## src/hw/rtl/qts_pkg.sv

```systemverilog
// types, constants and helpers of the quoted token splitter
// no dependencies
`default_nettype none

package qts_pkg;

  localparam logic [7:0] CH_SQUOTE = 8'h27;
  localparam logic [7:0] CH_DQUOTE = 8'h22;
  localparam logic [7:0] CH_BSLASH = 8'h5C;
  localparam logic [7:0] CH_SPACE  = 8'h20;
  localparam logic [7:0] CH_TAB    = 8'h09;
  localparam logic [7:0] CH_CR     = 8'h0D;
  localparam logic [7:0] CH_NUL    = 8'h00;

  localparam logic [15:0] MAX_LEN_RESET = 16'd256;

  localparam int unsigned FIFO_DEPTH = 4;
  localparam int unsigned FIFO_PTR_W = $clog2(FIFO_DEPTH);
  localparam int unsigned FIFO_CNT_W = $clog2(FIFO_DEPTH + 1);

  typedef enum logic [1:0] {
    MODE_SKIP   = 2'd0,
    MODE_PLAIN  = 2'd1,
    MODE_QUOTED = 2'd2
  } scan_mode_e;

  // one result item
  typedef struct packed {
    logic [7:0] ch;
    logic       valid;
    logic       tend;
    logic       trunc;
  } qts_res_t;

  // all results caused by one input byte
  typedef struct packed {
    logic     two;
    qts_res_t r0;
    qts_res_t r1;
  } qts_bundle_t;

  typedef struct packed {
    logic full;
    logic empty;
  } qts_fifo_stat_t;

  function automatic qts_res_t mk_char(logic [7:0] ch, logic hit);
    qts_res_t r;
    r.ch    = ch;
    r.valid = 1'b1;
    r.tend  = hit;
    r.trunc = hit;
    return r;
  endfunction

  function automatic qts_res_t mk_end(logic trunc);
    qts_res_t r;
    r.ch    = CH_NUL;
    r.valid = 1'b0;
    r.tend  = 1'b1;
    r.trunc = trunc;
    return r;
  endfunction

endpackage

`default_nettype wire

```

## src/hw/rtl/qts_if.sv

```systemverilog
// valid/ready channel interfaces for input bytes and result items
// no dependencies
`default_nettype none

interface qts_in_if;
  logic       valid;
  logic       ready;
  logic [7:0] in_char;

  modport source (output valid, output in_char, input ready);
  modport sink (input valid, input in_char, output ready);
endinterface

interface qts_out_if;
  logic       valid;
  logic       ready;
  logic [7:0] out_char;
  logic       char_valid;
  logic       token_end;
  logic       truncated;
  logic       last_of_run;

  modport source (output valid, output out_char, output char_valid, output token_end,
                  output truncated, output last_of_run, input ready);
  modport sink (input valid, input out_char, input char_valid, input token_end,
                input truncated, input last_of_run, output ready);
endinterface

`default_nettype wire

```

## src/hw/rtl/quoted_token_splitter.sv

```systemverilog
// top level of the quoted token splitter: length register, scanner, queue, serializer
// depends on qts_pkg, qts_if, qts_front, qts_fifo and qts_back
`default_nettype none

// Splits a byte stream into whitespace-separated or quoted tokens. One input
// byte is accepted per cycle while the four-entry bundle queue has room; its
// results are registered in the queue before the output, which carries
// one result item per cycle while the receiver is ready, so a byte yielding
// two results (a held backslash followed by a normal byte) takes two output
// items; else input runs at one byte per cycle, set by output drain and queue.
// max_token_len resets to 256. The user must write max_token_len via cfg_we_i
// and cfg_wdata_i only while the block is idle; the block does not enforce it.
module quoted_token_splitter (
  input  logic        clk_i,
  input  logic        rst_ni,
  input  logic        cfg_we_i,
  input  logic [15:0] cfg_wdata_i,
  qts_in_if.sink      in_i,
  qts_out_if.source   out_o
);
  import qts_pkg::*;

  logic [15:0]    max_len_q;
  logic           push, pop;
  qts_bundle_t    wbundle, rbundle;
  qts_fifo_stat_t fifo_stat;

  always_ff @(posedge clk_i or negedge rst_ni) begin
    if (!rst_ni) begin
      max_len_q <= MAX_LEN_RESET;
    end else if (cfg_we_i) begin
      max_len_q <= cfg_wdata_i;
    end
  end

  qts_front u_front (
    .clk_i           (clk_i),
    .rst_ni          (rst_ni),
    .max_token_len_i (max_len_q),
    .in_i            (in_i),
    .fifo_stat_i     (fifo_stat),
    .push_o          (push),
    .bundle_o        (wbundle)
  );

  qts_fifo u_fifo (
    .clk_i   (clk_i),
    .rst_ni  (rst_ni),
    .push_i  (push),
    .wdata_i (wbundle),
    .pop_i   (pop),
    .rdata_o (rbundle),
    .stat_o  (fifo_stat)
  );

  qts_back u_back (
    .clk_i       (clk_i),
    .rst_ni      (rst_ni),
    .bundle_i    (rbundle),
    .fifo_stat_i (fifo_stat),
    .pop_o       (pop),
    .out_o       (out_o)
  );

endmodule

`default_nettype wire

```

## src/hw/rtl/qts_front.sv

```systemverilog
// front end: accepts bytes, runs the scanner and pushes result bundles
// depends on qts_pkg and qts_in_if
`default_nettype none

module qts_front (
  input  logic                    clk_i,
  input  logic                    rst_ni,
  input  logic [15:0]             max_token_len_i,
  qts_in_if.sink                  in_i,
  input  qts_pkg::qts_fifo_stat_t fifo_stat_i,
  output logic                    push_o,
  output qts_pkg::qts_bundle_t    bundle_o
);
  import qts_pkg::*;

  scan_mode_e  mode_q, mode_d;
  logic        qdbl_q, qdbl_d;
  logic        bsp_q, bsp_d;
  logic        aqs_q, aqs_d;
  logic        drop_q, drop_d;
  logic [15:0] cnt_q, cnt_d;

  logic [7:0]  c;
  logic [15:0] limit;
  logic        lim_zero, hit_first;
  logic [16:0] k1, k2;
  logic        hit1, hit2;
  logic        is_zero, is_sp, is_q, is_bs, is_open;
  logic        accept, any;
  qts_bundle_t bundle;

  assign c        = in_i.in_char;
  // a limit of zero wraps to 65535 kept characters
  assign limit    = max_token_len_i - 16'd1;
  assign lim_zero = (limit == 16'd0);
  assign hit_first = (limit == 16'd1);
  assign k1       = {1'b0, cnt_q} + 17'd1;
  assign k2       = k1 + 17'd1;
  assign hit1     = (k1 >= {1'b0, limit});
  assign hit2     = (k2 >= {1'b0, limit});
  assign is_zero  = (c == CH_NUL);
  assign is_sp    = (c == CH_SPACE) || ((c >= CH_TAB) && (c <= CH_CR));
  assign is_q     = (c == (qdbl_q ? CH_DQUOTE : CH_SQUOTE));
  assign is_bs    = (c == CH_BSLASH);
  assign is_open  = (c == CH_SQUOTE) || (c == CH_DQUOTE);

  assign in_i.ready = !fifo_stat_i.full;
  assign accept     = in_i.valid && in_i.ready;

  // output decode
  always_comb begin
    any    = 1'b0;
    bundle = '0;
    if (!drop_q) begin
      unique case (mode_q)
        MODE_PLAIN: begin
          any = 1'b1;
          if (is_zero || is_sp) begin
            bundle.r0 = mk_end(1'b0);
          end else begin
            bundle.r0 = mk_char(c, hit1);
          end
        end
        MODE_QUOTED: begin
          if (bsp_q) begin
            any = 1'b1;
            if (is_q) begin
              bundle.r0 = mk_char(c, hit1);
            end else begin
              // held backslash goes out first, then this byte as usual
              bundle.r0 = mk_char(CH_BSLASH, hit1);
              if (!hit1) begin
                if (is_zero || is_q) begin
                  bundle.two = 1'b1;
                  bundle.r1  = mk_end(1'b0);
                end else if (!is_bs) begin
                  bundle.two = 1'b1;
                  bundle.r1  = mk_char(c, hit2);
                end
              end
            end
          end else if (is_zero || is_q) begin
            any       = 1'b1;
            bundle.r0 = mk_end(1'b0);
          end else if (!(is_bs && !aqs_q)) begin
            any       = 1'b1;
            bundle.r0 = mk_char(c, hit1);
          end
        end
        default: begin
          if (!is_zero && !is_sp) begin
            if (lim_zero) begin
              any       = 1'b1;
              bundle.r0 = mk_end(1'b1);
            end else if (!is_open) begin
              any       = 1'b1;
              bundle.r0 = mk_char(c, hit_first);
            end
          end
        end
      endcase
    end
  end

  assign push_o   = accept && any;
  assign bundle_o = bundle;

  // next state
  always_comb begin
    mode_d = mode_q;
    qdbl_d = qdbl_q;
    bsp_d  = bsp_q;
    aqs_d  = aqs_q;
    drop_d = drop_q;
    cnt_d  = cnt_q;
    if (drop_q) begin
      drop_d = 1'b0;
      mode_d = MODE_SKIP;
      bsp_d  = 1'b0;
      aqs_d  = 1'b0;
    end else begin
      unique case (mode_q)
        MODE_PLAIN: begin
          if (is_zero || is_sp) begin
            mode_d = MODE_SKIP;
            bsp_d  = 1'b0;
            aqs_d  = 1'b0;
          end else begin
            cnt_d = k1[15:0];
            if (hit1) begin
              mode_d = MODE_SKIP;
              bsp_d  = 1'b0;
              aqs_d  = 1'b0;
              drop_d = 1'b1;
            end
          end
        end
        MODE_QUOTED: begin
          if (bsp_q) begin
            bsp_d = 1'b0;
            aqs_d = 1'b0;
            cnt_d = k1[15:0];
            if (hit1) begin
              // cut on the held backslash or escaped quote
              mode_d = MODE_SKIP;
              drop_d = is_q;
            end else if (!is_q) begin
              if (is_zero || is_q) begin
                mode_d = MODE_SKIP;
              end else if (is_bs) begin
                bsp_d = 1'b1;
              end else begin
                cnt_d = k2[15:0];
                if (hit2) begin
                  mode_d = MODE_SKIP;
                  drop_d = 1'b1;
                end
              end
            end
          end else if (is_zero || is_q) begin
            mode_d = MODE_SKIP;
            aqs_d  = 1'b0;
          end else if (is_bs && !aqs_q) begin
            bsp_d = 1'b1;
          end else begin
            aqs_d = 1'b0;
            cnt_d = k1[15:0];
            if (hit1) begin
              mode_d = MODE_SKIP;
              drop_d = 1'b1;
            end
          end
        end
        default: begin
          mode_d = MODE_SKIP;
          if (!is_zero && !is_sp) begin
            cnt_d = 16'd0;
            if (is_open) begin
              qdbl_d = (c == CH_DQUOTE);
              bsp_d  = 1'b0;
              if (lim_zero) begin
                aqs_d  = 1'b0;
                drop_d = 1'b1;
              end else begin
                mode_d = MODE_QUOTED;
                aqs_d  = 1'b1;
              end
            end else if (lim_zero) begin
              bsp_d = 1'b0;
              aqs_d = 1'b0;
            end else begin
              cnt_d = 16'd1;
              if (hit_first) begin
                bsp_d  = 1'b0;
                aqs_d  = 1'b0;
                drop_d = 1'b1;
              end else begin
                mode_d = MODE_PLAIN;
              end
            end
          end
        end
      endcase
    end
  end

  always_ff @(posedge clk_i or negedge rst_ni) begin
    if (!rst_ni) begin
      mode_q <= MODE_SKIP;
      qdbl_q <= 1'b0;
      bsp_q  <= 1'b0;
      aqs_q  <= 1'b0;
      drop_q <= 1'b0;
      cnt_q  <= 16'd0;
    end else if (accept) begin
      mode_q <= mode_d;
      qdbl_q <= qdbl_d;
      bsp_q  <= bsp_d;
      aqs_q  <= aqs_d;
      drop_q <= drop_d;
      cnt_q  <= cnt_d;
    end
  end

endmodule

`default_nettype wire

```

## src/hw/rtl/qts_fifo.sv

```systemverilog
// short bundle queue between the scanner and the output serializer
// depends on qts_pkg
`default_nettype none

module qts_fifo (
  input  logic                    clk_i,
  input  logic                    rst_ni,
  input  logic                    push_i,
  input  qts_pkg::qts_bundle_t    wdata_i,
  input  logic                    pop_i,
  output qts_pkg::qts_bundle_t    rdata_o,
  output qts_pkg::qts_fifo_stat_t stat_o
);
  import qts_pkg::*;

  qts_bundle_t           mem_q [FIFO_DEPTH];
  logic [FIFO_PTR_W-1:0] wr_ptr_q, wr_ptr_d;
  logic [FIFO_PTR_W-1:0] rd_ptr_q, rd_ptr_d;
  logic [FIFO_CNT_W-1:0] cnt_q, cnt_d;
  logic                  do_push, do_pop;

  assign stat_o.full  = (cnt_q == FIFO_CNT_W'(FIFO_DEPTH));
  assign stat_o.empty = (cnt_q == '0);
  assign do_push      = push_i && !stat_o.full;
  assign do_pop       = pop_i && !stat_o.empty;
  assign rdata_o      = mem_q[rd_ptr_q];

  always_comb begin
    wr_ptr_d = wr_ptr_q;
    rd_ptr_d = rd_ptr_q;
    cnt_d    = cnt_q;
    if (do_push) begin
      wr_ptr_d = (wr_ptr_q == FIFO_PTR_W'(FIFO_DEPTH - 1)) ? '0 : wr_ptr_q + 1'b1;
    end
    if (do_pop) begin
      rd_ptr_d = (rd_ptr_q == FIFO_PTR_W'(FIFO_DEPTH - 1)) ? '0 : rd_ptr_q + 1'b1;
    end
    if (do_push && !do_pop) begin
      cnt_d = cnt_q + 1'b1;
    end else if (do_pop && !do_push) begin
      cnt_d = cnt_q - 1'b1;
    end
  end

  always_ff @(posedge clk_i or negedge rst_ni) begin
    if (!rst_ni) begin
      wr_ptr_q <= '0;
      rd_ptr_q <= '0;
      cnt_q    <= '0;
    end else begin
      wr_ptr_q <= wr_ptr_d;
      rd_ptr_q <= rd_ptr_d;
      cnt_q    <= cnt_d;
    end
  end

  always_ff @(posedge clk_i) begin
    if (do_push) begin
      mem_q[wr_ptr_q] <= wdata_i;
    end
  end

endmodule

`default_nettype wire

```

## src/hw/rtl/qts_back.sv

```systemverilog
// back end: turns each queued bundle into one or two result items
// depends on qts_pkg and qts_out_if
`default_nettype none

module qts_back (
  input  logic                    clk_i,
  input  logic                    rst_ni,
  input  qts_pkg::qts_bundle_t    bundle_i,
  input  qts_pkg::qts_fifo_stat_t fifo_stat_i,
  output logic                    pop_o,
  qts_out_if.source               out_o
);
  import qts_pkg::*;

  logic     sel_q, sel_d;
  logic     fire;
  qts_res_t cur;

  assign cur  = sel_q ? bundle_i.r1 : bundle_i.r0;
  assign fire = out_o.valid && out_o.ready;

  assign out_o.valid       = !fifo_stat_i.empty;
  assign out_o.out_char    = cur.ch;
  assign out_o.char_valid  = cur.valid;
  assign out_o.token_end   = cur.tend;
  assign out_o.truncated   = cur.trunc;
  assign out_o.last_of_run = !bundle_i.two || sel_q;

  // second record of a pair keeps the bundle at the head one more item
  always_comb begin
    sel_d = sel_q;
    pop_o = 1'b0;
    if (fire) begin
      if (bundle_i.two && !sel_q) begin
        sel_d = 1'b1;
      end else begin
        sel_d = 1'b0;
        pop_o = 1'b1;
      end
    end
  end

  always_ff @(posedge clk_i or negedge rst_ni) begin
    if (!rst_ni) begin
      sel_q <= 1'b0;
    end else begin
      sel_q <= sel_d;
    end
  end

endmodule

`default_nettype wire

```

## src/flat_wrapper.sv

```systemverilog
// flat-port wrapper written by rule: the top's interface ports become plain ports
module quoted_token_splitter_flat import qts_pkg::*;
  (clk_i, rst_ni, cfg_we_i, cfg_wdata_i, in_i_valid, in_i_in_char, in_i_ready, out_o_valid, out_o_out_char, out_o_char_valid, out_o_token_end, out_o_truncated, out_o_last_of_run, out_o_ready);
  qts_in_if in_i_i ();
  qts_out_if out_o_i ();
  input  logic clk_i;
  input  logic rst_ni;
  input  logic cfg_we_i;
  input  logic [15:0] cfg_wdata_i;
  input wire logic [$bits(in_i_i.valid)-1:0] in_i_valid;
  input wire logic [$bits(in_i_i.in_char)-1:0] in_i_in_char;
  output wire logic [$bits(in_i_i.ready)-1:0] in_i_ready;
  output wire logic [$bits(out_o_i.valid)-1:0] out_o_valid;
  output wire logic [$bits(out_o_i.out_char)-1:0] out_o_out_char;
  output wire logic [$bits(out_o_i.char_valid)-1:0] out_o_char_valid;
  output wire logic [$bits(out_o_i.token_end)-1:0] out_o_token_end;
  output wire logic [$bits(out_o_i.truncated)-1:0] out_o_truncated;
  output wire logic [$bits(out_o_i.last_of_run)-1:0] out_o_last_of_run;
  input wire logic [$bits(out_o_i.ready)-1:0] out_o_ready;
  assign in_i_i.valid = in_i_valid;
  assign in_i_i.in_char = in_i_in_char;
  assign in_i_ready = in_i_i.ready;
  assign out_o_valid = out_o_i.valid;
  assign out_o_out_char = out_o_i.out_char;
  assign out_o_char_valid = out_o_i.char_valid;
  assign out_o_token_end = out_o_i.token_end;
  assign out_o_truncated = out_o_i.truncated;
  assign out_o_last_of_run = out_o_i.last_of_run;
  assign out_o_i.ready = out_o_ready;
  quoted_token_splitter u_core (.clk_i(clk_i), .rst_ni(rst_ni), .cfg_we_i(cfg_we_i), .cfg_wdata_i(cfg_wdata_i), .in_i(in_i_i), .out_o(out_o_i));
endmodule
```

## config.mk

```make
export PLATFORM = sky130hd
export DESIGN_NAME = quoted_token_splitter_flat
export DESIGN_NICKNAME = d
export VERILOG_FILES = /design/src/hw/rtl/qts_pkg.sv /design/src/hw/rtl/qts_if.sv /design/src/hw/rtl/quoted_token_splitter.sv /design/src/hw/rtl/qts_front.sv /design/src/hw/rtl/qts_fifo.sv /design/src/hw/rtl/qts_back.sv /design/src/flat_wrapper.sv
export SDC_FILE = /design/constraint.sdc
export NUM_CORES = 1
export LEC_CHECK = 0
export ABC_CLOCK_PERIOD_IN_PS = 4100
export BUFFER_PORTS_ARGS = -buffer_cell sky130_fd_sc_hd__buf_2
export CAP_MARGIN = 20
export CORE_MARGIN = 2
export CORE_UTILIZATION = 55
export DETAILED_ROUTE_END_ITERATION = 8
export GPL_TIMING_DRIVEN = 0
export MAX_ROUTING_LAYER = met4
export PLACE_DENSITY = 0.8
export SLEW_MARGIN = 20
export SYNTH_ARGS = -nofsm -noshare
export SYNTH_HDL_FRONTEND = slang
export SYNTH_HIERARCHICAL = 1
export SYNTH_SLANG_ARGS = --single-unit
```

## constraint.sdc

```tcl
create_clock -name clk_i -period 4.1 [get_ports clk_i]
set_input_delay 1.23 -clock clk_i [delete_from_list [all_inputs] [get_ports clk_i]]
set_output_delay 1.23 -clock clk_i [all_outputs]
set_load 0.05 [all_outputs]
```

==> run_results.csv <==
group,metric,value,unit
die,die-width,129,µm
pwr,comb_power_share,42.1,%
critical_path,r2r_start,"u_core/max_len_q[0]",
yosys,ys.flop_type,"edfxtp_1",
timing,maxSlewViolCount,0,
timing,holdWs,0.535,ns
yosys,ys.warnings.count,6,
timing,rsz0062_at_grt,"yes",
yosys,yosysTopAreaCell,"edfxtp_1",
yosys,ys_ff_latch,138,
timing,fmax,250,MHz
placed_design,gp_congestion,0.953,
global_route,grt_pass1_wl,33.5,mm
cells_and_area,antenna_cells,0,
timing,hold_violations,0,
critical_path,start_kind,"flip-flop",
critical_path,reg2reg_depth,16,
route,ant_nets,0,
timing,fin_crit_sh,97.5,%
route,drt_iter0_drc,655,
yosys,synth_edf_count,92,
job,drv_cap,0,
critical_path,critPathTopFamily,"simple AND/OR/NAND/NOR gates",
pwr,p_clk_share,26.3,%
yosys,ys_top_cells_by_area,"edfxtp_1, dfrtp_1, ha_1",
global_route,antenna_found_initial,0,
pwr,switching_share,38.1,%
cts,cts_tree,"built",
hold_path,hold_start,"u_core/max_len_q[2]",
route,detail_route.wl_per_cell,20.8,µm
pwr,power_frac_seq,31.6,%
critical_path,crit_buf_inv,2,
cts,cts.sinks,138,
cts,hold_buffers,0,
critical_path,slowest_stage,"dfrtp_2",
yosys,avgSynthCellArea,11.4,µm²
yosys,synth-async-reset-ratio,33.3,%
critical_path,r2r_end,"u_core/u_front/bsp_q",
yosys,yosysTopAreaCellShare,32.4,%
timing,finClkSkew,0.0140,ns
die,coreArea,15200,µm²
outcome,status,"completed",
critical_path,cp.required,4.39,ns
timing,fin_crit,4.00,ns
critical_path,crit_arrival,4.28,ns
pwr,intPower,3.90,mW
hold_path,hold-path-endpoint,"u_core/max_len_q[2]",
pwr,p_sw,2.41,mW
critical_path,cp_cell_sequence,"inv_2 -> ha_2 -> nor3b_4 -> nand2_1 -> or3_1 -> xor2_1 -> ha_1 -> nand4_1 -> nor3_1 -> a22oi_2 -> buf_4 -> nand3_4 -> nor2_1 -> a221o_1 -> a31oi_1 -> mux2_1",
die,die-height,129,µm
hold_path,worstHoldPathCells,1,
cts,clk_pin_slew,0.06,ns
cts,clk_latency,0.42,ns
die,start_util,56.2,%
die,num_io_pins,43,
route,drc,0,
pwr,total_power,6.31,mW
critical_path,worst-path-max-fanout,9,
timing,worstMarginPinSlew,0.753,ns
critical_path,crit_type,"reg -> reg",
timing,slew_headroom,49.8,%
pwr,power.density,618,nW/µm²
global_route,grt_usage,27.2,%
global_route,grt_pass1_vias,6326,
route,drtPass1Iterations,6,
die,rows,45,
cts,cts_buffer_depth,2,
yosys,syn_inst,750,
cells_and_area,area.growth.synth_to_final,19.6,%
pwr,peakVddDrop,0.370,mV
yosys,seq_area_frac_synth,45.9,%
route,wirelength,21.6,mm
route,vias,6594,
cells_and_area,fin_nets,912,
critical_path,crit_path_end_kind,"flip-flop",
global_route,grt_overflow,0,
critical_path,regToRegSetupSlack,0.10,ns
timing,setup_viol,0,
cts,cts-root-buf,"clkbuf_16",
route,vias_per_cell,6.35,
placed_design,port_buffers,40,
cts,htreeDepth,4,
global_route,grt_start_max_net_pins,47,
critical_path,crit_path_max_incr_delay,0.48,ns
cells_and_area,drive_gt1_share,29.6,%
hold_path,min_path_type,"reg -> reg",
yosys,syn_nets,825,
cts,cts_buffers,17,
yosys,synth_area,8540,µm²
pwr,p_leak,4.00,nW
placed_design,dp_hpwl,14.2,mm
yosys,synth.distinct_cells,79,
die,die_area,16500,µm²
==> routing by layer <==
| layer | GRT usage, % | up-vias | wire length [µm] |
|---|---|---|---|
| li1 | - | 3031 | - |
| met1 | 34.2 | 3187 | 8610 |
| met2 | 44.6 | 306 | 10700 |
| met3 | 5.61 | 70 | 1540 |
| met4 | 8.82 | 0 | 689 |
| met5 | - | - | 0 |
==> worst register-to-register path: stages, from the launching register on <==
cell and delay [ns]:
dfrtp_2 0.48, inv_2 0.12, ha_2 0.24, nor3b_4 0.27, nand2_1 0.14, or3_1 0.35
xor2_1 0.18, ha_1 0.31, nand4_1 0.10, nor3_1 0.26, a22oi_2 0.13, buf_4 0.18
nand3_4 0.11, nor2_1 0.06, a221o_1 0.31, a31oi_1 0.22, mux2_1 0.39
==> layout by cell type (no fill, tap or decap), types with 5 or more instances in the layout <==
cell	n
inv_1	32
nor3_1	19
mux2_2	10
xnor2_1	24
a21oi_1	32
and2_2	5
buf_6	7
xnor2_2	5
or3_1	7
a211oi_1	5
ha_1	42
clkbuf_1	15
clkbuf_16	17
nand2_1	30
a31oi_1	7
nand4_1	20
mux4_2	23
nand3b_1	6
edfxtp_1	92
nand2b_1	7
or4_1	5
and3_1	9
xor2_1	13
buf_4	38
nor2b_1	11
buf_2	44
o21ai_0	21
nor2_1	47
and2_1	9
nor4_1	10
mux2_4	21
o221ai_1	5
a21o_1	6
nand3_1	29
dfrtp_1	41
==> how the worst max path moves through the flow <==
stage                                 start                          to  depth (start not counted)
floorplan                   in_i_in_char[1]      u_core/u_fifo/cnt_q[1]                         14
global placement    u_core/u_front/cnt_q[0]   u_core/u_fifo/mem_q[0][1]                         17
detailed placement  u_core/u_front/cnt_q[0]   u_core/u_fifo/mem_q[1][1]                         16
CTS                     u_core/max_len_q[0]  u_core/u_fifo/mem_q[1][12]                         14
global route        u_core/u_front/cnt_q[2]   u_core/u_fifo/mem_q[3][1]                         19
finish                  u_core/max_len_q[0]        u_core/u_front/bsp_q                         16
==> synthesized netlist by cell type (3+ instances only) <==
cell      number
buf_2          9
nor3_1        23
edfxtp_1      92
nor2_1        54
inv_1         34
o21ai_0       23
o21bai_1       4
o31a_1         4
nor4_1        14
or4_1          5
a21o_1         6
o221ai_1       5
nand2_1       33
a32oi_1        3
a22oi_1        4
nand4b_1       4
dfrtp_1       45
mux2_2        10
a221oi_1       3
clkbuf_1      19
nand4_1       20
or3_1          7
buf_4          3
nor2b_1       12
o21ai_1        3
o311a_1        3
and2_1        14
nor3b_1        4
a21oi_1       32
nand3b_1       6
xor2_1        15
o211ai_1       4
nand3_1       32
buf_6          5
mux2_4        21
nand2b_1       8
a31oi_1        7
mux4_2        23
ha_1          45
xnor2_1       30
a211oi_1       6
and3_1        11
==> metrics by stage <==
stage | setup WS [ns] | instance area, µm² | cells | util, % | TNS [ns]
6_report | 0.104 | 10200 | 1038 | 67.2 | 0
4_1_cts | -0.00511 | 9780 | 1015 | 64.3 | -0.0203
2_1_floorplan | 0.269 | 8540 | 750 | - | 0
3_5_place_dp | -0.670 | 8980 | 978 | 59.1 | -25.42
5_1_grt | -0.0653 | 10200 | 1038 | 67.2 | -0.485
3_3_place_gp | -0.695 | 8970 | 978 | 59.0 | -55.62
==> power groups by stage <==
| stage | Clock [mW] | Sequential (mW) | Combinational [mW] |
|---|---|---|---|
| final | 1.66 | 1.99 | 2.66 |
| after global routing | 1.75 | 2.02 | 2.87 |
| after CTS | 1.69 | 1.97 | 2.55 |
| after detailed placement | 0 | 1.99 | 2.51 |
| after global placement | 0 | 1.98 | 2.46 |
| after floorplan | 0 | 1.94 | 1.97 |
==> repair_timing <==
item | 4_1_cts | 5_1_grt
gates resized for setup | 27 | 58
gates cloned | 0 | 0
endpoints found under the hold margin | 0 | 0
setup buffers | 5 | 27
pin swaps | 6 | 25
setup endpoints to repair | 171 | 159
==> layout make-up <==
class | count | area (µm²)
buffer | 33 | 215
clock buffer | 18 | 429
clock inverter | 14 | 210
fill | 1085 | 4990
inverter | 34 | 128
multi-input combinational | 541 | 4630
sequential | 138 | 3920
tap | 188 | 235
timing repair buffer | 72 | 447
==> flip-flops by register name, summed over array words and instances (netlist names), 2 cells and up <==
signal	flops
u_core/u_fifo/mem_q	92
u_core/max_len_q	16
u_core/u_front/cnt_q	16
u_core/u_fifo/cnt_q	3
u_core/u_fifo/rd_ptr_q	2
u_core/u_fifo/wr_ptr_q	2
u_core/u_front/mode_q	2
==> logic make-up after synthesis <==
logic type | after synthesis | share of synthesized area, %
buf+inv | 71 | 4.02
xor+xnor | 45 | 4.62
simple gates | 262 | 16.6
flops | 138 | 45.9
fa+ha+maj | 46 | 6.83
mux | 56 | 11.3
compound gates | 132 | 10.7
Power figures use the tool's default switching activity.
